===== src/hdl/slc_pkg.sv =====
// Package for the source line classifier: character constants, count width,
// transaction structs and the per-line summary passed from front to back.
// No dependencies.
package slc_pkg;

  // Width of the saturating non-blank line counter
  localparam int unsigned COUNT_WIDTH = 32;
  // Width of the reported count field
  localparam int unsigned REPORT_WIDTH = 32;

  // Character codes
  localparam logic [7:0] CH_SLASH = 8'h2F;
  localparam logic [7:0] CH_STAR  = 8'h2A;
  localparam logic [7:0] CH_NL    = 8'h0A;
  localparam logic [7:0] CH_TAB   = 8'h09;
  localparam logic [7:0] CH_SP    = 8'h20;

  // Progress of the search for the leading pair of a line
  typedef enum logic [1:0] {
    LEAD_NONE  = 2'd0,  // only space or tab so far
    LEAD_SLASH = 2'd1,  // first non-blank byte was a slash
    LEAD_DONE  = 2'd2   // leading pair decided
  } lead_phase_t;

  // One byte of source text
  typedef struct packed {
    logic [7:0] char_code;
    logic       line_last;
    logic       file_last;
  } item_t;

  // One line classification
  typedef struct packed {
    logic                    is_blank;
    logic                    is_comment;
    logic                    block_open;
    logic [REPORT_WIDTH-1:0] nonblank_lines;
  } result_t;

  // Line summary handed from the scanner to the block tracker
  typedef struct packed {
    logic any_nonblank;
    logic single;            // single-line comment test passed
    logic open_seen;
    logic close_after_open;
    logic close_seen;
    logic file_end;
  } line_sum_t;

endpackage


===== src/hdl/source_line_classifier.sv =====
// Top level of the source line classifier: byte scanner, summary queue and
// block tracker. Depends on slc_pkg, slc_front, slc_fifo and slc_back.
//
// Usage: C source text enters one byte per transaction on the item channel
// (item_valid/item_ready), each byte with line_last and file_last marks.
// The byte carrying either mark closes a line and yields exactly one result
// transaction on the result channel (result_valid/result_ready) with the
// blank and comment flags, the open-block flag and the running non-blank
// line count; other bytes yield nothing. After a file_last byte the block
// state and the count go back to zero.
// Throughput: one byte per cycle while the queue is not full. The scanner
// classifies each byte combinationally and pushes a line summary into a
// two-entry queue; the block tracker pops one summary per cycle, when the
// result register is empty or being read, into that register. A line-end
// byte's summary is queued as it is accepted; the result loads at its pop.
// Reset: synchronous rst clears all line flags, the queue, the block state,
// the count and the result valid.
// Stalls: while result_ready is low the queue fills; bytes keep being taken
// until the queue is full, after which item_ready stays low.
module source_line_classifier (
  input  logic             clk,
  input  logic             rst,
  input  logic             item_valid,
  output logic             item_ready,
  input  slc_pkg::item_t   item,
  output logic             result_valid,
  input  logic             result_ready,
  output slc_pkg::result_t result
);

  logic               take, push, pop, full, not_empty;
  slc_pkg::line_sum_t push_sum, pop_sum;

  assign item_ready = !full;
  assign take       = item_valid && item_ready;

  slc_front u_front (
    .clk     (clk),
    .rst     (rst),
    .take    (take),
    .item    (item),
    .push    (push),
    .summary (push_sum)
  );

  slc_fifo u_fifo (
    .clk       (clk),
    .rst       (rst),
    .push      (push),
    .push_data (push_sum),
    .pop       (pop),
    .full      (full),
    .not_empty (not_empty),
    .pop_data  (pop_sum)
  );

  slc_back u_back (
    .clk          (clk),
    .rst          (rst),
    .sum_valid    (not_empty),
    .summary      (pop_sum),
    .pop          (pop),
    .result_valid (result_valid),
    .result_ready (result_ready),
    .result       (result)
  );

endmodule


===== src/hdl/slc_front.sv =====
// Byte scanner: gathers per-line flags and emits one line summary per line end.
// Depends on slc_pkg.
module slc_front (
  input  logic               clk,
  input  logic               rst,
  input  logic               take,      // byte transaction completes this cycle
  input  slc_pkg::item_t     item,
  output logic               push,
  output slc_pkg::line_sum_t summary
);

  slc_pkg::lead_phase_t lead_phase, lead_phase_next;
  logic [7:0] prev_char, prev_prev_char;
  logic       any_nonblank, lead_line_comment, lead_block_open;
  logic       open_seen, close_after_open, close_seen, opener_star_last;

  logic       any_nonblank_next, lead_line_comment_next, lead_block_open_next;
  logic       open_seen_next, close_after_open_next, close_seen_next;
  logic       opener_star_last_next;
  logic       space_or_tab, line_end, close_hit, open_hit, tail_close;

  // Flag updates for the current byte
  always_comb begin
    space_or_tab = (item.char_code == slc_pkg::CH_SP) ||
                   (item.char_code == slc_pkg::CH_TAB);
    line_end     = item.line_last || item.file_last;

    any_nonblank_next = any_nonblank ||
                        (!space_or_tab && item.char_code != slc_pkg::CH_NL);

    lead_phase_next        = lead_phase;
    lead_line_comment_next = lead_line_comment;
    lead_block_open_next   = lead_block_open;
    unique case (lead_phase)
      slc_pkg::LEAD_NONE: begin
        if (!space_or_tab) begin
          lead_phase_next = (item.char_code == slc_pkg::CH_SLASH) ?
                            slc_pkg::LEAD_SLASH : slc_pkg::LEAD_DONE;
        end
      end
      slc_pkg::LEAD_SLASH: begin
        lead_line_comment_next = (item.char_code == slc_pkg::CH_SLASH);
        lead_block_open_next   = (item.char_code == slc_pkg::CH_STAR);
        lead_phase_next        = slc_pkg::LEAD_DONE;
      end
      default: lead_phase_next = slc_pkg::LEAD_DONE;
    endcase

    // close is checked against the opener state before this byte
    close_hit = (prev_char == slc_pkg::CH_STAR) && (item.char_code == slc_pkg::CH_SLASH);
    close_seen_next       = close_seen || close_hit;
    close_after_open_next = close_after_open ||
                            (close_hit && open_seen && !opener_star_last);
    open_hit = (prev_char == slc_pkg::CH_SLASH) && (item.char_code == slc_pkg::CH_STAR) &&
               !open_seen;
    open_seen_next        = open_seen || open_hit;
    opener_star_last_next = open_hit;

    // tail pair, ignoring a final newline
    if (item.char_code == slc_pkg::CH_NL) begin
      tail_close = (prev_prev_char == slc_pkg::CH_STAR) && (prev_char == slc_pkg::CH_SLASH);
    end else begin
      tail_close = (prev_char == slc_pkg::CH_STAR) && (item.char_code == slc_pkg::CH_SLASH);
    end

    push                     = take && line_end;
    summary.any_nonblank     = any_nonblank_next;
    summary.single           = lead_line_comment_next ||
                               (lead_block_open_next && close_after_open_next && tail_close);
    summary.open_seen        = open_seen_next;
    summary.close_after_open = close_after_open_next;
    summary.close_seen       = close_seen_next;
    summary.file_end         = item.file_last;
  end

  // Lead-phase state register
  always_ff @(posedge clk) begin
    if (rst || push) begin
      lead_phase <= slc_pkg::LEAD_NONE;
    end else if (take) begin
      lead_phase <= lead_phase_next;
    end
  end

  // Line flag registers, cleared at each line end
  always_ff @(posedge clk) begin
    if (rst || push) begin
      prev_char         <= '0;
      prev_prev_char    <= '0;
      any_nonblank      <= 1'b0;
      lead_line_comment <= 1'b0;
      lead_block_open   <= 1'b0;
      open_seen         <= 1'b0;
      close_after_open  <= 1'b0;
      close_seen        <= 1'b0;
      opener_star_last  <= 1'b0;
    end else if (take) begin
      prev_prev_char    <= prev_char;
      prev_char         <= item.char_code;
      any_nonblank      <= any_nonblank_next;
      lead_line_comment <= lead_line_comment_next;
      lead_block_open   <= lead_block_open_next;
      open_seen         <= open_seen_next;
      close_after_open  <= close_after_open_next;
      close_seen        <= close_seen_next;
      opener_star_last  <= opener_star_last_next;
    end
  end

`ifndef NO_ASSERTIONS
  // an opener's star cannot be flagged without the opener itself
  a_star_needs_open: assert property (@(posedge clk) disable iff (rst)
    opener_star_last |-> open_seen)
    else $error("opener star flag set without opener");
  // a close after the opener implies a close was seen
  a_cao_implies_close: assert property (@(posedge clk) disable iff (rst)
    close_after_open |-> (close_seen && open_seen))
    else $error("close-after-open without close or opener");
  // leading pair flags are exclusive and only set once decided
  a_lead_flags: assert property (@(posedge clk) disable iff (rst)
    (lead_line_comment || lead_block_open) |->
      (lead_phase == slc_pkg::LEAD_DONE && !(lead_line_comment && lead_block_open)))
    else $error("leading pair flags inconsistent");
`endif

endmodule


===== src/hdl/slc_fifo.sv =====
// Two-entry queue of line summaries between the scanner and the block tracker.
// Depends on slc_pkg.
module slc_fifo (
  input  logic               clk,
  input  logic               rst,
  input  logic               push,
  input  slc_pkg::line_sum_t push_data,
  input  logic               pop,
  output logic               full,
  output logic               not_empty,
  output slc_pkg::line_sum_t pop_data
);

  slc_pkg::line_sum_t entries [2];
  logic       wr_ptr, rd_ptr;
  logic [1:0] fill;

  assign full      = (fill == 2'd2);
  assign not_empty = (fill != 2'd0);
  assign pop_data  = entries[rd_ptr];

  // Storage
  always_ff @(posedge clk) begin
    if (push) begin
      entries[wr_ptr] <= push_data;
    end
  end

  // Pointers and fill level
  always_ff @(posedge clk) begin
    if (rst) begin
      wr_ptr <= 1'b0;
      rd_ptr <= 1'b0;
      fill   <= 2'd0;
    end else begin
      if (push) wr_ptr <= ~wr_ptr;
      if (pop)  rd_ptr <= ~rd_ptr;
      fill <= fill + 2'(push) - 2'(pop);
    end
  end

`ifndef NO_ASSERTIONS
  a_no_overflow: assert property (@(posedge clk) disable iff (rst)
    push |-> (!full || pop))
    else $error("summary queue overflow");
  a_no_underflow: assert property (@(posedge clk) disable iff (rst)
    pop |-> not_empty)
    else $error("summary queue underflow");
  a_fill_range: assert property (@(posedge clk) disable iff (rst)
    fill != 2'd3)
    else $error("summary queue fill out of range");
`endif

endmodule


===== src/hdl/slc_back.sv =====
// Block tracker: applies the comment rules to each line summary, keeps the
// open-block state and the saturating count, and holds the result register.
// Depends on slc_pkg.
module slc_back (
  input  logic               clk,
  input  logic               rst,
  input  logic               sum_valid,
  input  slc_pkg::line_sum_t summary,
  output logic               pop,
  output logic               result_valid,
  input  logic               result_ready,
  output slc_pkg::result_t   result
);

  logic                            in_block, in_block_next;
  logic [slc_pkg::COUNT_WIDTH-1:0] nonblank_count, count_next;
  logic                            comment;

  // Classification of the popped line
  always_comb begin
    pop           = sum_valid && (!result_valid || result_ready);
    in_block_next = in_block;
    if (summary.single) begin
      comment = 1'b1;
    end else if (in_block) begin
      comment = 1'b1;
      if (summary.close_seen) in_block_next = 1'b0;
    end else if (summary.open_seen && !summary.close_after_open) begin
      comment       = 1'b1;
      in_block_next = 1'b1;
    end else begin
      comment = 1'b0;
    end
    count_next = nonblank_count;
    if (summary.any_nonblank && nonblank_count != '1) begin
      count_next = nonblank_count + slc_pkg::COUNT_WIDTH'(1);
    end
  end

  // File state, cleared after a file end
  always_ff @(posedge clk) begin
    if (rst) begin
      in_block       <= 1'b0;
      nonblank_count <= '0;
    end else if (pop) begin
      in_block       <= summary.file_end ? 1'b0 : in_block_next;
      nonblank_count <= summary.file_end ? '0 : count_next;
    end
  end

  // Result register
  always_ff @(posedge clk) begin
    if (rst) begin
      result_valid <= 1'b0;
    end else if (pop) begin
      result_valid <= 1'b1;
    end else if (result_ready) begin
      result_valid <= 1'b0;
    end
  end

  always_ff @(posedge clk) begin
    if (pop) begin
      result.is_blank       <= !summary.any_nonblank;
      result.is_comment     <= comment;
      result.block_open     <= in_block_next;
      result.nonblank_lines <= slc_pkg::REPORT_WIDTH'(count_next);
    end
  end

`ifndef NO_ASSERTIONS
  a_file_end_clears: assert property (@(posedge clk) disable iff (rst)
    (pop && summary.file_end) |=> (nonblank_count == '0 && !in_block))
    else $error("file state not cleared at file end");
  a_blank_keeps_count: assert property (@(posedge clk) disable iff (rst)
    (pop && !summary.any_nonblank && !summary.file_end) |=>
      (nonblank_count == $past(nonblank_count)))
    else $error("blank line changed the count");
  a_open_is_comment: assert property (@(posedge clk) disable iff (rst)
    (pop && in_block_next) |=> result.is_comment)
    else $error("line with open block not marked as comment");
`endif

endmodule

===== config.mk =====
export PLATFORM = sky130hd
export DESIGN_NAME = source_line_classifier
export DESIGN_NICKNAME = d
export VERILOG_FILES = /design/src/hdl/slc_pkg.sv /design/src/hdl/source_line_classifier.sv /design/src/hdl/slc_front.sv /design/src/hdl/slc_fifo.sv /design/src/hdl/slc_back.sv
export SDC_FILE = /design/constraint.sdc
export NUM_CORES = 1
export LEC_CHECK = 0
export ABC_CLOCK_PERIOD_IN_PS = 4200
export BUFFER_PORTS_ARGS = -buffer_cell sky130_fd_sc_hd__buf_2
export CAP_MARGIN = 20
export CORE_MARGIN = 3
export CORE_UTILIZATION = 41
export CTS_CLUSTER_SIZE = 24
export DETAILED_ROUTE_END_ITERATION = 8
export MAX_ROUTING_LAYER = met4
export PLACE_DENSITY_LB_ADDON = 0.1
export SYNTH_ARGS = -nofsm -noshare
export SYNTH_HDL_FRONTEND = slang
export SYNTH_SLANG_ARGS = --single-unit

===== constraint.sdc =====
create_clock -name clk -period 4.2 [get_ports clk]
set_clock_uncertainty 0.2 [all_clocks]
set_input_delay 0.21 -clock clk [delete_from_list [all_inputs] [get_ports clk]]
set_output_delay 0.21 -clock clk [all_outputs]
set_load 0.005 [all_outputs]

### Word-level counts from Yosys, hierarchy flattened

Memory sizes are Yosys's and may differ from the RTL's. A register that Yosys moved wholly into a read port is not among the register bits.
Index checks and enable logic that the tools add are counted.

| word-level totals | value |
|---|---|
| flip-flop bits (word level) | 98 |
| memory bits (writable) | 12 |
| output and inout bits | 37 |
| logic and storage cells | 93 |
| memories kept | 1 |

Memory list:

| name | words | bits a word | read ports | clocked after Yosys merged registers in | wr ports | RTL line | RTL |
|---|---|---|---|---|---|---|---|
| u_fifo.entries | 2 | 6 | 1 | 1 | 1 | slc_fifo.sv:14 | `slc_pkg::line_sum_t entries [2];` |

| cells by class | value |
|---|---|
| add/sub/neg operators | 3 |
| equal/unequal tests | 13 |
| muxes and demuxes | 19 |
| bitwise operators | 2 |
| reductions and logical operators | 35 |

Operators with widths:

| operator | number |
|---|---|
| 32-bit 2-to-1 mux | 2 |
| 8-bit by 6-bit equality test with 1-bit output (second input constant) | 6 |
| 32-bit by 1-bit adder with 32-bit output (second input constant) | 1 |
| 32-bit inequality test (second input constant) | 1 |
| 8-bit by 4-bit equality test with 1-bit output (second input constant) | 2 |
| 1-bit logical AND | 14 |
| 1-bit 2-to-1 mux | 14 |
| 1-bit logical OR | 9 |
| 8-bit by 4-bit inequality test with 1-bit output (second input constant) | 1 |
| 1-bit logical NOT | 7 |
| 2-bit 2-to-1 mux | 3 |
| 2-bit nonzero test | 2 |
| 2-bit by 1-bit adder with 2-bit output | 1 |
| 2-bit by 1-bit equality test with 1-bit output (second input constant) | 1 |
| 2-bit equality test (second input constant) | 1 |
| 2-bit logical NOT | 1 |
| 2-bit inequality test (second input constant) | 1 |
| 1-bit inverter | 2 |
| 2-bit AND reduction | 1 |
| 2-bit OR reduction | 1 |
| 2-bit by 1-bit subtractor with 2-bit output | 1 |

### Depth between registers and ports, before layout

Gate-level depths: netlist (run 1).

| depth | value |
|---|---|
| depth in word-level cells | 8 |
| depth in mapped cells | 10 |
| mapped depth without buffers | 9 |

### By module

From an unflattened synthesis (run 1), not the netlist that was laid out.

| unflattened totals | value |
|---|---|
| cells, all modules | 551 |
| area, all modules | 5504.0 um2 |

By module, submodules not included:

| module | times used | cells an instance | area an instance (um2) |
|---|---|---|---|
| slc_back | 1 | 380 | 3648.5 |
| slc_front | 1 | 129 | 1193.6 |
| slc_fifo | 1 | 40 | 651.9 |
| source_line_classifier | 1 | 2 | 10.0 |

### Least setup slack after synthesis (run 1)

OpenSTA, ideal clock, no wires.

| path | value |
|---|---|
| path kind | flip-flop to flip-flop |
| start point | reg u_fifo.fill[1] |
| end point | reg u_fifo.fill[1] |
| setup time | 0.128 ns |
| arrival time | 2.305 ns |
| setup slack | 1.568 ns |
| cell stages (with the launch flop) | 10 |
| buffers on the path | 0 |
| clock period less this slack | 2.632 ns |
| cell sequence | dfxtp_1 -> or2_1 -> nand2_1 -> inv_1 -> ha_1 -> inv_1 -> ha_1 -> xor2_1 -> xnor2_1 -> nor2_1 |

| on the way | value |
|---|---|
| elaborated cells on any way between the ends | 8 |
| classes of those cells | add/sub (2); eq/ne (1); reduce/logical (5) |

RTL lines:

| element | RTL line | RTL |
|---|---|---|
| start: declaration | slc_fifo.sv:16 | `logic [1:0] fill;` |
| start signal: assignment | slc_fifo.sv:38 | `fill <= fill + 2'(push) - 2'(pop);` |
| 2-bit nonzero test | slc_fifo.sv:19 | `assign not_empty = (fill != 2'd0);` |
| 1-bit logical AND | slc_back.sv:21 | `pop = sum_valid && (!result_valid \|\| result_ready);` |
| via pop | source_line_classifier.sv:31 | `logic take, push, pop, full, not_empty;` |
| 2-bit by 1-bit subtractor with 2-bit output | slc_fifo.sv:38 |  |

The timed path passes the listed nets, and every way through them passes these cells.
A chain may end at the register's enable or synchronous reset.

### Worst setup path after layout (run 1)

| path | value |
|---|---|
| start point | reg u_back.nonblank_count[0] (netlist bit) |
| end point | reg u_back.result[22] (netlist name) |

| on the way | value |
|---|---|
| cells in the longest elaborated chain, start to end | 3 |
| elaborated cells on any way between the ends | 4 |
| classes of those cells | add/sub (1); eq/ne (1); mux (1); reduce/logical (1) |

Ends and longest elaborated chain:

| element | RTL line | RTL |
|---|---|---|
| start: declaration | slc_back.sv:16 | `logic [slc_pkg::COUNT_WIDTH-1:0] nonblank_count, count_next;` |
| start signal: assignment | slc_back.sv:47 | `nonblank_count <= summary.file_end ? '0 : count_next;` |
| parallel branches: the longest is 2 deep, another holds 32-bit by 1-bit adder with 32-bit output | - |  |
| 32-bit 2-to-1 mux * | slc_back.sv:35 | `if (summary.any_nonblank && nonblank_count != '1) begin` |
| via u_back.count_next, one bit | slc_back.sv:16 |  |

Mark *: on every way through the listed nets, which the timed path passes.

==> results of run 1 <==
==> worst reg2reg max path, stage by stage, from the launching register on <==
cell     delay (ps)
dfxtp_1         410
ha_1            270
nand3_2         190
or3_1           540
o31ai_2         810
nor3_1          170
xor2_1          190
==> worst paths after layout <==
kind / slack (ps) / to / depth (start not counted) / start
hold reg to reg: 260 / u_front.prev_prev_char[6] / 2 / u_front.prev_prev_char[6]
hold / removal: 40 / u_back.result_valid / 3 / result_ready
setup / recovery: 1160 / u_back.result[22] / 6 / u_back.nonblank_count[0]
setup reg to reg: 1160 / u_back.result[22] / 6 / u_back.nonblank_count[0]
==> power groups by stage <==
stage	Clock [mW]	Sequential, mW	Combinational (mW)
6_report	0.866	1.43	0.621
5_1_grt	0.933	1.45	0.700
4_1_cts	0.894	1.43	0.639
3_5_place_dp	0	1.45	0.629
3_3_place_gp	0	1.45	0.626
2_1_floorplan	0	1.46	0.362
==> Yosys cell counts (13+ instances only) <==
cell type   n
dfxtp_1    64
nand3_1    19
edfxtp_1   47
nor2_1     39
a31oi_1    20
xnor2_1    22
o21ai_0    13
clkbuf_1   18
nand2_1    74
xor2_1     13
a21oi_1    34
==> logic make-up after synthesis <==
logic type | count (synthesis) | share of synthesized area
xor+xnor | 35 | 0.0584
buf+inv | 41 | 0.0336
flops | 111 | 0.513
mux | 6 | 0.0129
compound gates | 116 | 0.150
simple gates | 222 | 0.225
fa+ha+maj | 3 | 0.00716
==> routing by layer <==
| layer | vias up | share of wire |
|---|---|---|
| met5 | - | 0 |
| met4 | 0 | 0.019 |
| met3 | 13 | 0.042 |
| met2 | 77 | 0.48 |
| met1 | 1901 | 0.46 |
| li1 | 2061 | - |
==> cells in the final DEF (no fill, tap or decap), types with 5 or more instances in the layout <==
master / n
clkbuf_16: 9
nand4_1: 6
nor4_1: 9
or3_1: 6
a21o_1: 5
buf_2: 50
and3_1: 8
a31oi_1: 20
edfxtp_1: 47
nor2_1: 39
xnor2_1: 22
xor2_1: 13
dfxtp_1: 64
dlygate4sd3_1: 10
or4_1: 7
nand2_1: 74
nor3_1: 10
nand2b_1: 8
a21oi_1: 34
and4_1: 5
o21ai_0: 13
inv_1: 10
nand3_1: 19
==> registers in the layout, summed over array words and instances (netlist names), named ones only <==
register                   flops
u_back.in_block                1
u_back.nonblank_count         32
u_back.result                 35
u_back.result_valid            1
u_fifo.entries                12
u_fifo.fill                    2
u_fifo.rd_ptr                  1
u_fifo.wr_ptr                  1
u_front.any_nonblank           1
u_front.close_after_open       1
u_front.close_seen             1
u_front.lead_block_open        1
u_front.lead_line_comment      1
u_front.lead_phase             2
u_front.open_seen              1
u_front.opener_star_last       1
u_front.prev_char              8
u_front.prev_prev_char         8
==> timing repair <==
item	CTS	global route
hold buffers	10	0
hold endpoints to repair	18	0
resized for setup	0	0
==> cell type report <==
| class | instances | area, um^2 | area share |
|---|---|---|---|
| clock buffers | 10 | 239 | 0.0398 |
| clock inverters | 6 | 60.1 | 0.0100 |
| inverters | 11 | 43.8 | 0.00729 |
| multi-input cells | 382 | 2380 | 0.396 |
| flip-flops and latches | 111 | 2690 | 0.449 |
| well taps | 168 | 210 | 0.0350 |
| repair buffers | 64 | 380 | 0.0634 |
==> stage by stage <==
| stage | area [um^2] | hold slack [ps] | std cells |
|---|---|---|---|
| 2_1_floorplan | 5250 | 109 | 534 |
| 3_3_place_gp | 5600 | 226 | 726 |
| 3_5_place_dp | 5600 | 230 | 726 |
| 4_1_cts | 6000 | 30.2 | 752 |
| 5_1_grt | 6000 | 95.4 | 752 |
| 6_report | 6000 | 39.7 | 752 |
==> results.md, run 1 <==
* PortBufs at 50
* Crit-path slowest cell: o31ai_2
* Final antenna-violating net count at 0
* Clock buffer depth at 2
* Largest net degree at the start of global routing at 28
* CP Class: flip-flop to flip-flop
* Synthesized area at roughly 5200 um^2
* Syn Nets at roughly 550
* Final TNS setup at 0 ps
* Core area at about 12,000 um^2
* Sequential share of the synthesized area at 0.513
* Worst slack at placement at about 1200 ps
* Pleak at 2.20 nW
* RSZ-0062 raised after global routing: false
* Predominant post-synthesis flop cell: dfxtp_1
* CTS tree: done
* CTS buffer count at 9
* Yosys cell types at a little over 70
* Nets at roughly 600
* Met2 usage at 0.279
* Ports at 51
* VDD IR max at around 0.21 mV
* FF+latch count, synth at 111
* Critical Path, Cell by Cell: ha_1 -> nand3_2 -> or3_1 -> o31ai_2 -> nor3_1 -> xor2_1
* Clock Power Share at 0.297
* # setup viols final at 0
* H-tree levels at 3
* Root buf cell: clkbuf_16
* Num Clock Sinks at ~110
* Combinational share of power at 0.213
* Synthesis-to-finish area growth at 14.4%
* Synth top area cells: edfxtp_1, dfxtp_1, nand2_1
* Total global-route track usage at 0.173
* Setup WS post-layout at between 1000 and 1500 ps
* Pwr dens at a little under 500 nW/um^2
* Residual DRC count at 0
* Crit path max fanout at 12
* Crit path buffers/inverters at 0
* CP Launch Type: flip-flop
* Clock slew at reported path FFs at about 70 ps
* Met1 Resource Use GR at 0.211
* Std-Cell Rows at 40
* Worst Path Arrival at between 2000 and 3000 ps
* Gate Count Post-Synth at 534
* Hold crit path type: input pin to flip-flop
* Via count of the first global-routing pass at just under 4,000
* Minimum period implied by the final worst setup slack at 3040 ps
* Crit path largest cell delay at 810 ps
* F_max at 328 MHz
* Layout cell share with drive strength beyond 1 at 0.163
* Clock Latency Late Sink at 350 ps
* Die span in y at roughly 120 um
* Relative slew margins at 0.295
* Post-synth top area share at 0.269
* Starting DRT DRC Count at a little over 200
* Hpwl dp at 7890 um
* Ant diodes at 0
* Slew @ Worst Pin at approximately 1100 ps
* Asr flop ratio synth at 0
* Met3 Usage GRT at 0.0313
* Max-cap violation count at 0
* CP Capture Type: flip-flop
* Crit path required time at approximately 4100 ps
* Period utilization at 0.725
* Sw Ratio at 0.293
* Via count at around 4,100
* Synth area leader: edfxtp_1
* Final Slew Violations at 0
* Grt ovf at 0
* Syn_area_per_cell at slightly below 10 um^2
* Fin. Hold Viols at 0
* First-pass GRT wire length at 19,300 um
* CP top delay family: simple AND/OR/NAND/NOR gates
* DR vias/cell at roughly 5.4
* Fin util at 0.490
* Antenna violations before repair at 0
* Drt first pass iters at 4
* Post-CTS Setup Inserts at 0
* Part of the power in registers at 0.490
* Routability cong. at 0.818
* Initial core utilization at 0.428
* Switching pwr at between 0.8 and 0.9 mW
* Post-synth EDFFs at 47
* Status: completed
* Fill cell count at about 1,100
* Die X-Extent at about 120 um
* Die area at between 10,000 and 15,000 um^2
* Drt total wl at roughly 12,000 um
* Avg WL per Cell at 15.4 um
* Synthesis warning total at 0
* Gr busiest metal: met2
* Tot Pwr at slightly below 3 mW
* Pint at slightly above 2 mW
(Power assumes the default switching activity.)
==> inputs of run 2 (changes only) <==
Settings changed: ABC_AREA set to 1, ABC_CLOCK_PERIOD_IN_PS 4200 to 2500.
Clock period 4.2 ns to 2.5 ns, I/O delays scaled along.
==> results.md, run 2 <==
* Status: completed
* Ports at 51 (unchanged)
* Yosys cell types at 33 (-54%)
* Synth cell count leaders: nand2_1, nor2_1, inv_1
* WHS Endpoint: u_front.prev_char[2]
* Cell repeated most along the worst path: nand2_1
* Predominant post-synthesis flop cell: dfxtp_1
* CP Launch Type: flip-flop
* Relative slew margins at 0.621 (+0.326)
* Die span in y at 122 um (+2.7%)
* Hold crit path type: input pin to flip-flop
* # setup viols final at 0 (unchanged)
* RR Endpoint: u_back.result[20]
* Largest registers: u_back.result (35), u_back.nonblank_count (32), u_fifo.entries (12)
* Pleak at 2.50 nW (+14%)
* Slew @ Worst Pin at 564 ps (-495 ps)
* Startpoint of the worst hold path: item_valid
* PortBufs at 50 (unchanged)
* Sequential share of the synthesized area at 0.485 (-0.0280)
* Syn Nets at 751 (+36%)
* Layout cell share with drive strength beyond 1 at 0.127 (-0.0356)
* Clock Latency Late Sink at 360 ps (about the same)
* Final antenna-violating net count at 0 (unchanged)
* Max-cap violation count at 0 (unchanged)
* Worst R2R Path Depth at 7 (+1)
* Hpwl dp at 9240 um (+17%)
* Setup WS post-layout at 253 ps (-903 ps)
* Total global-route track usage at 0.190 (+0.0170)
* Worst Path Arrival at 2170 ps (-760 ps)
* Most common cell in the netlist: nand2_1
* Largest net degree at the start of global routing at 36 (+29%)
* Crit path required time at 2420 ps (-1670 ps)
* Gate Count Post-Synth at 734 (+37%)
* Starting DRT DRC Count at 278 (+36%)
* Ant diodes at 0 (unchanged)
* Synth top area cells: edfxtp_1, dfxtp_1, nand2_1
* Reg2Reg Setup Slack at 250 ps (-900 ps)
* Final Slew Violations at 0 (unchanged)
* F_max at 445 MHz (+35%)
* DR vias/cell at 4.95 (-8.0%)
* Root buf cell: clkbuf_16
* Number of flip-flops in the largest register at 35 (unchanged)
* CP Class: flip-flop to flip-flop
* CP top delay family: simple AND/OR/NAND/NOR gates
* Die X-Extent at 122 um (+2.7%)
* Synthesis warning total at 0 (unchanged)
* Synthesis-to-finish area growth at 16.0%
* Nets at 815 (+37%)
* Avg WL per Cell at 13.4 um (-13%)
* Crit-path slowest cell: nor3_1
* Std-Cell Rows at 41 (+2.5%)
* Num Clock Sinks at 111 (unchanged)
* Worst slack at placement at 269 ps (-916 ps)
* Most frequent cells in the layout: nand2_1, nor2_1, inv_1
* Clock buffer depth at 2 (unchanged)
* Residual DRC count at 0 (unchanged)
* CP Capture Type: flip-flop
* Drt total wl at 13,100 um (+13%)
* Period utilization at 0.899 (+0.174)
* Pwr dens at 803 nW/um^2 (+65%)
* Post-synth top area share at 0.254 (-0.0147)
* Fin. Hold Viols at 0 (unchanged)
* Critical Path, Cell by Cell: inv_1 -> nand2_1 -> nand2_1 -> nand2_1 -> nor3_1 -> nand3_1 -> and2_1
* Final TNS setup at 0 ps (unchanged)
* Syn_area_per_cell at 7.56 um^2 (-23%)
* Minimum period implied by the final worst setup slack at 2250 ps (-797 ps)
* Antenna violations before repair at 0 (unchanged)
* First-pass GRT wire length at 22,000 um (+14%)
* Drt first pass iters at 5 (+1)
* Synthesized area at 5550 um^2 (+5.8%)
* FF+latch count, synth at 111 (unchanged)
* Crit path max fanout at 8 (-4)
* Crit path largest cell delay at 410 ps (-400 ps)
* Clock slew at reported path FFs at 70 ps (about the same)
* Most flops, register: u_back.result
* Initial core utilization at 0.429 (+0.00139)
* Via count at 4,831 (+19%)
* Post-synth EDFFs at 47 (unchanged)
* CTS buffer count at 9 (unchanged)
* Post-CTS Setup Inserts at 0 (unchanged)
* Crit path buffers/inverters at 1 (+1)
* Grt ovf at 0 (unchanged)
* Via count of the first global-routing pass at 4,663 (+20%)
* Asr flop ratio synth at 0 (unchanged)
* Most common cell after layout, fill and taps aside: nand2_1
* VDD IR max at 0.454 mV (+110%)
* CTS tree: done
* Fin util at 0.498 (+0.00818)
* Core area at 12,900 um^2 (+5.4%)
* Die area at 15,000 um^2 (+5.5%)
* H-tree levels at 3 (unchanged)
* WHS Path Cells at 5 (+2)
* Synth area leader: edfxtp_1
* Routability cong. at 0.859 (+5.0%)
* RSZ-0062 raised after global routing: false
run 2: cell types whose count changed after synthesis, sizes merged, moves of 11 or more:
cell / delta
a21oi: +28
nand2: +165
nand3: +44
nand4: +11
nor2: +45
a31oi: -22
xnor2: -20
and2: +16
inv: +60
run 2: cell families (layout without fill, tap and decap cells):
logic type / count (synthesis) / in the layout / share of synthesized area
AND/OR/NAND/NOR: 442 / 442 / 0.358
buffers and inverters: 96 / 165 / 0.0701
XOR/XNOR: 6 / 6 / 0.00947
flip-flops: 111 / 111 / 0.485
AO/OA/AOI/OAI: 76 / 76 / 0.0704
adder cells (fa/ha/maj): 3 / 3 / 0.00677
run 2: tightest hold or removal path, delay by kind of cell:
| family | cells | cell delay, ps |
|---|---|---|
| compound gates | 1 | 50 |
| simple gates | 2 | 140 |
| buf+inv | 2 | 270 |
run 2: layer usage:
layer | vias up | routed length [um] | track usage
li1 | 2508 | - | -
met4 | 0 | 250 | 0.0630
met2 | 84 | 6470 | 0.326
met3 | 15 | 462 | 0.0336
met1 | 2224 | 5870 | 0.225
met5 | - | 0 | -
run 2: layout make-up:
class / instances / area [um^2]
fill: 1330 / 6490
sequential: 111 / 2690
multi-input combinational: 527 / 2480
timing repair buffer: 77 / 483
inverter: 72 / 270
clock buffer: 9 / 225
tap: 172 / 215
clock inverter: 7 / 71.3
run 2: per-stage QoR:
stage,cell area (um^2),power [mW],std cells,hold slack (ps)
5_1_grt,6430,5.48,975,102
4_1_cts,6430,5.25,975,67.2
3_3_place_gp,6020,3.74,947,138
2_1_floorplan,5560,3.19,734,23.9
3_5_place_dp,6020,3.78,947,142
6_report,6430,5.17,975,78.1
run 2: report_power, final:
part / internal [mW] / switching (mW)
combinational: 0.423 / 0.841
clock: 0.782 / 0.673
sequential: 2.32 / 0.132
total: 3.52 / 1.65
run 2: how the worst max path moves through the flow:
stage | end | slack (ps) | cells after the start
after floorplan | u_back.nonblank_count[16] | 50 | 7
after global placement | u_back.result[20] | 260 | 7
after detailed placement | u_back.result[20] | 270 | 7
after CTS | u_back.result[20] | 250 | 7
after global routing | u_back.result[20] | 80 | 7
final | u_back.result[20] | 250 | 7
run 2: repair_timing:
item / in CTS / in global routing
resized for setup: 0 / 0
hold buffers: 12 / 0
endpoints found under the hold margin: 15 / 0
==> inputs of run 3 (changes only) <==
Settings changed: ABC_CLOCK_PERIOD_IN_PS 2500 to 2830.
Clock period 2.5 ns to 2.83 ns, I/O delays scaled along.
==> results.md, run 3 (synthesis results as in run 2) <==
* Final antenna-violating net count at 0 (unchanged)
* CP Class: flip-flop to flip-flop
* Relative slew margins at 0.616 (-0.00482)
* Die area at 15,000 um^2 (unchanged)
* CP Launch Type: flip-flop
* Max-cap violation count at 0 (unchanged)
* Hpwl dp at 9340 um (+1.1%)
* RSZ-0062 raised after global routing: false
* Clock buffer depth at 2 (unchanged)
* Status: completed
* Antenna violations before repair at 0 (unchanged)
* Largest registers: u_back.result (35), u_back.nonblank_count (32), u_fifo.entries (12)
* Number of flip-flops in the largest register at 35 (unchanged)
* Crit path buffers/inverters at 2 (+1)
* Crit path max fanout at 29 (+21)
* Worst Path Arrival at 2240 ps (+70 ps)
* Layout cell share with drive strength beyond 1 at 0.124 (-0.00312)
* Die span in y at 122 um (unchanged)
* Core area at 12,900 um^2 (unchanged)
* Slew @ Worst Pin at 571 ps (+7.17 ps)
* CTS buffer count at 9 (unchanged)
* PortBufs at 50 (unchanged)
* CP Capture Type: flip-flop
* Most common cell after layout, fill and taps aside: nand2_1
* F_max at 430 MHz (-3.4%)
* H-tree levels at 3 (unchanged)
* Total global-route track usage at 0.189 (-0.000269)
* Placed Area at 5990 um^2 (-0.50%)
* Crit path required time at 2740 ps (+320 ps)
* Synthesis-to-finish area growth at 15.5%
* # setup viols final at 0 (unchanged)
* Most flops, register: u_back.result
* Clock slew at reported path FFs at 70 ps (about the same)
* DR vias/cell at 4.98 (+0.50%)
* Root buf cell: clkbuf_16
* Most frequent cells in the layout: nand2_1, nor2_1, inv_1
* Cell repeated most along the worst path: nand2_1
* Final Slew Violations at 0 (unchanged)
* Num Clock Sinks at 111 (unchanged)
* Die X-Extent at 122 um (unchanged)
* Worst slack at placement at 521 ps (+252 ps)
* Ports at 51 (unchanged)
* Minimum period implied by the final worst setup slack at 2330 ps (+78.0 ps)
* Ant diodes at 0 (unchanged)
* Std-Cell Rows at 41 (unchanged)
* Crit path largest cell delay at 440 ps (+30 ps)
* Critical Path, Cell by Cell: ha_1 -> inv_2 -> nor2_8 -> nand2_4 -> nor2_4 -> nand3_2 -> buf_4 -> nand2_1 -> nand2_1 -> and2_1
* Crit-path slowest cell: dfxtp_1
* Via count at 4,835 (+0.083%)
* Fin. Hold Viols at 0 (unchanged)
* Residual DRC count at 0 (unchanged)
* Drt total wl at 13,200 um (+0.83%)
* Grt ovf at 0 (unchanged)
* Starting DRT DRC Count at 325 (+17%)
* Largest net degree at the start of global routing at 36 (unchanged)
* Routability cong. at 0.898 (+4.5%)
* Nets at 811 (-0.49%)
* Via count of the first global-routing pass at 4,418 (-5.3%)
* Period utilization at 0.822 (-0.0772)
* CTS tree: done
* Hold crit path type: input pin to flip-flop
* First-pass GRT wire length at 21,700 um (-1.4%)
* CP top delay family: simple AND/OR/NAND/NOR gates
* Drt first pass iters at 5 (unchanged)
* Pleak at 2.49 nW (-0.58%)
* Avg WL per Cell at 13.6 um (+1.2%)
* Fill cell count at 1,293 (-2.8%)
* VDD IR max at 0.593 mV (+31%)
* Reg2Reg Setup Slack at 500 ps (+250 ps)
* Final TNS setup at 0 ps (unchanged)
* Initial core utilization at 0.429 (unchanged)
* Clock Latency Late Sink at 360 ps (about the same)
* Setup WS post-layout at 505 ps (+252 ps)
* Post-route cell area at 6410 um^2 (-0.39%)
* Pwr dens at 713 nW/um^2 (-11%)
[run 3: cell count changes in the layout (fill, tap and decap cells not counted), sizes merged]
cell / before / now
clkinv: 5 / 3
inv: 73 / 75
buf: 65 / 61
[run 3: layout make-up]
| class | count | area, um^2 | area share |
|---|---|---|---|
| clock buffer | 9 | 225 | 0.0351 |
| clock inverter | 7 | 76.3 | 0.0119 |
| tap | 172 | 215 | 0.0336 |
| multi-input combinational | 527 | 2480 | 0.386 |
| inverter | 72 | 270 | 0.0422 |
| sequential | 111 | 2690 | 0.420 |
| timing repair buffer | 73 | 453 | 0.0707 |
[run 3: per-stage QoR]
stage / util / power [mW] / hold WS, ps / cells
after floorplan: - / 2.82 / 40.4 / 734
after global placement: 0.463 / 3.30 / 153 / 943
after detailed placement: 0.463 / 3.33 / 159 / 943
after CTS: 0.496 / 4.66 / 94.6 / 971
after global routing: 0.496 / 4.87 / 113 / 971
final: 0.496 / 4.57 / 97.0 / 971
[run 3: repair_timing]
action,4_1_cts,5_1_grt
setup endpoints to repair,0,0
hold buffers,12,0
hold endpoints to repair,15,0
resized for setup,0,0
setup buffers,0,0
[run 3: power breakdown]
group	internal, mW	switching [mW]
Combinational	0.362	0.745
Clock	0.698	0.606
Sequential	2.05	0.114
Total	3.11	1.47
[run 3: worst paths after layout]
path                                                from                   end  depth (start not counted)
worst max-delay path            u_back.nonblank_count[0]     u_back.result[17]                         10
worst min-delay path                          item_valid  u_front.prev_char[3]                          5
worst max register to register  u_back.nonblank_count[0]     u_back.result[17]                         10
worst min register to register             u_fifo.rd_ptr         u_fifo.rd_ptr                          1
[run 3: metal layers]
metal	routed length [um]	share of wire	global-route usage	up-vias
li1	-	-	-	2502
met1	5930	0.45	0.236	2214
met4	280	0.021	0.0651	0
met5	0	0	-	-
met2	6350	0.48	0.306	97
met3	607	0.046	0.0415	22
[run 3: worst register-to-register path, delay by kind of cell, from the launching register on]
family                   cells  cell delay (ps)
flip-flops                   1              440
AND/OR/NAND/NOR              7              800
buffers and inverters        2              360
adder cells (fa/ha/maj)      1              280
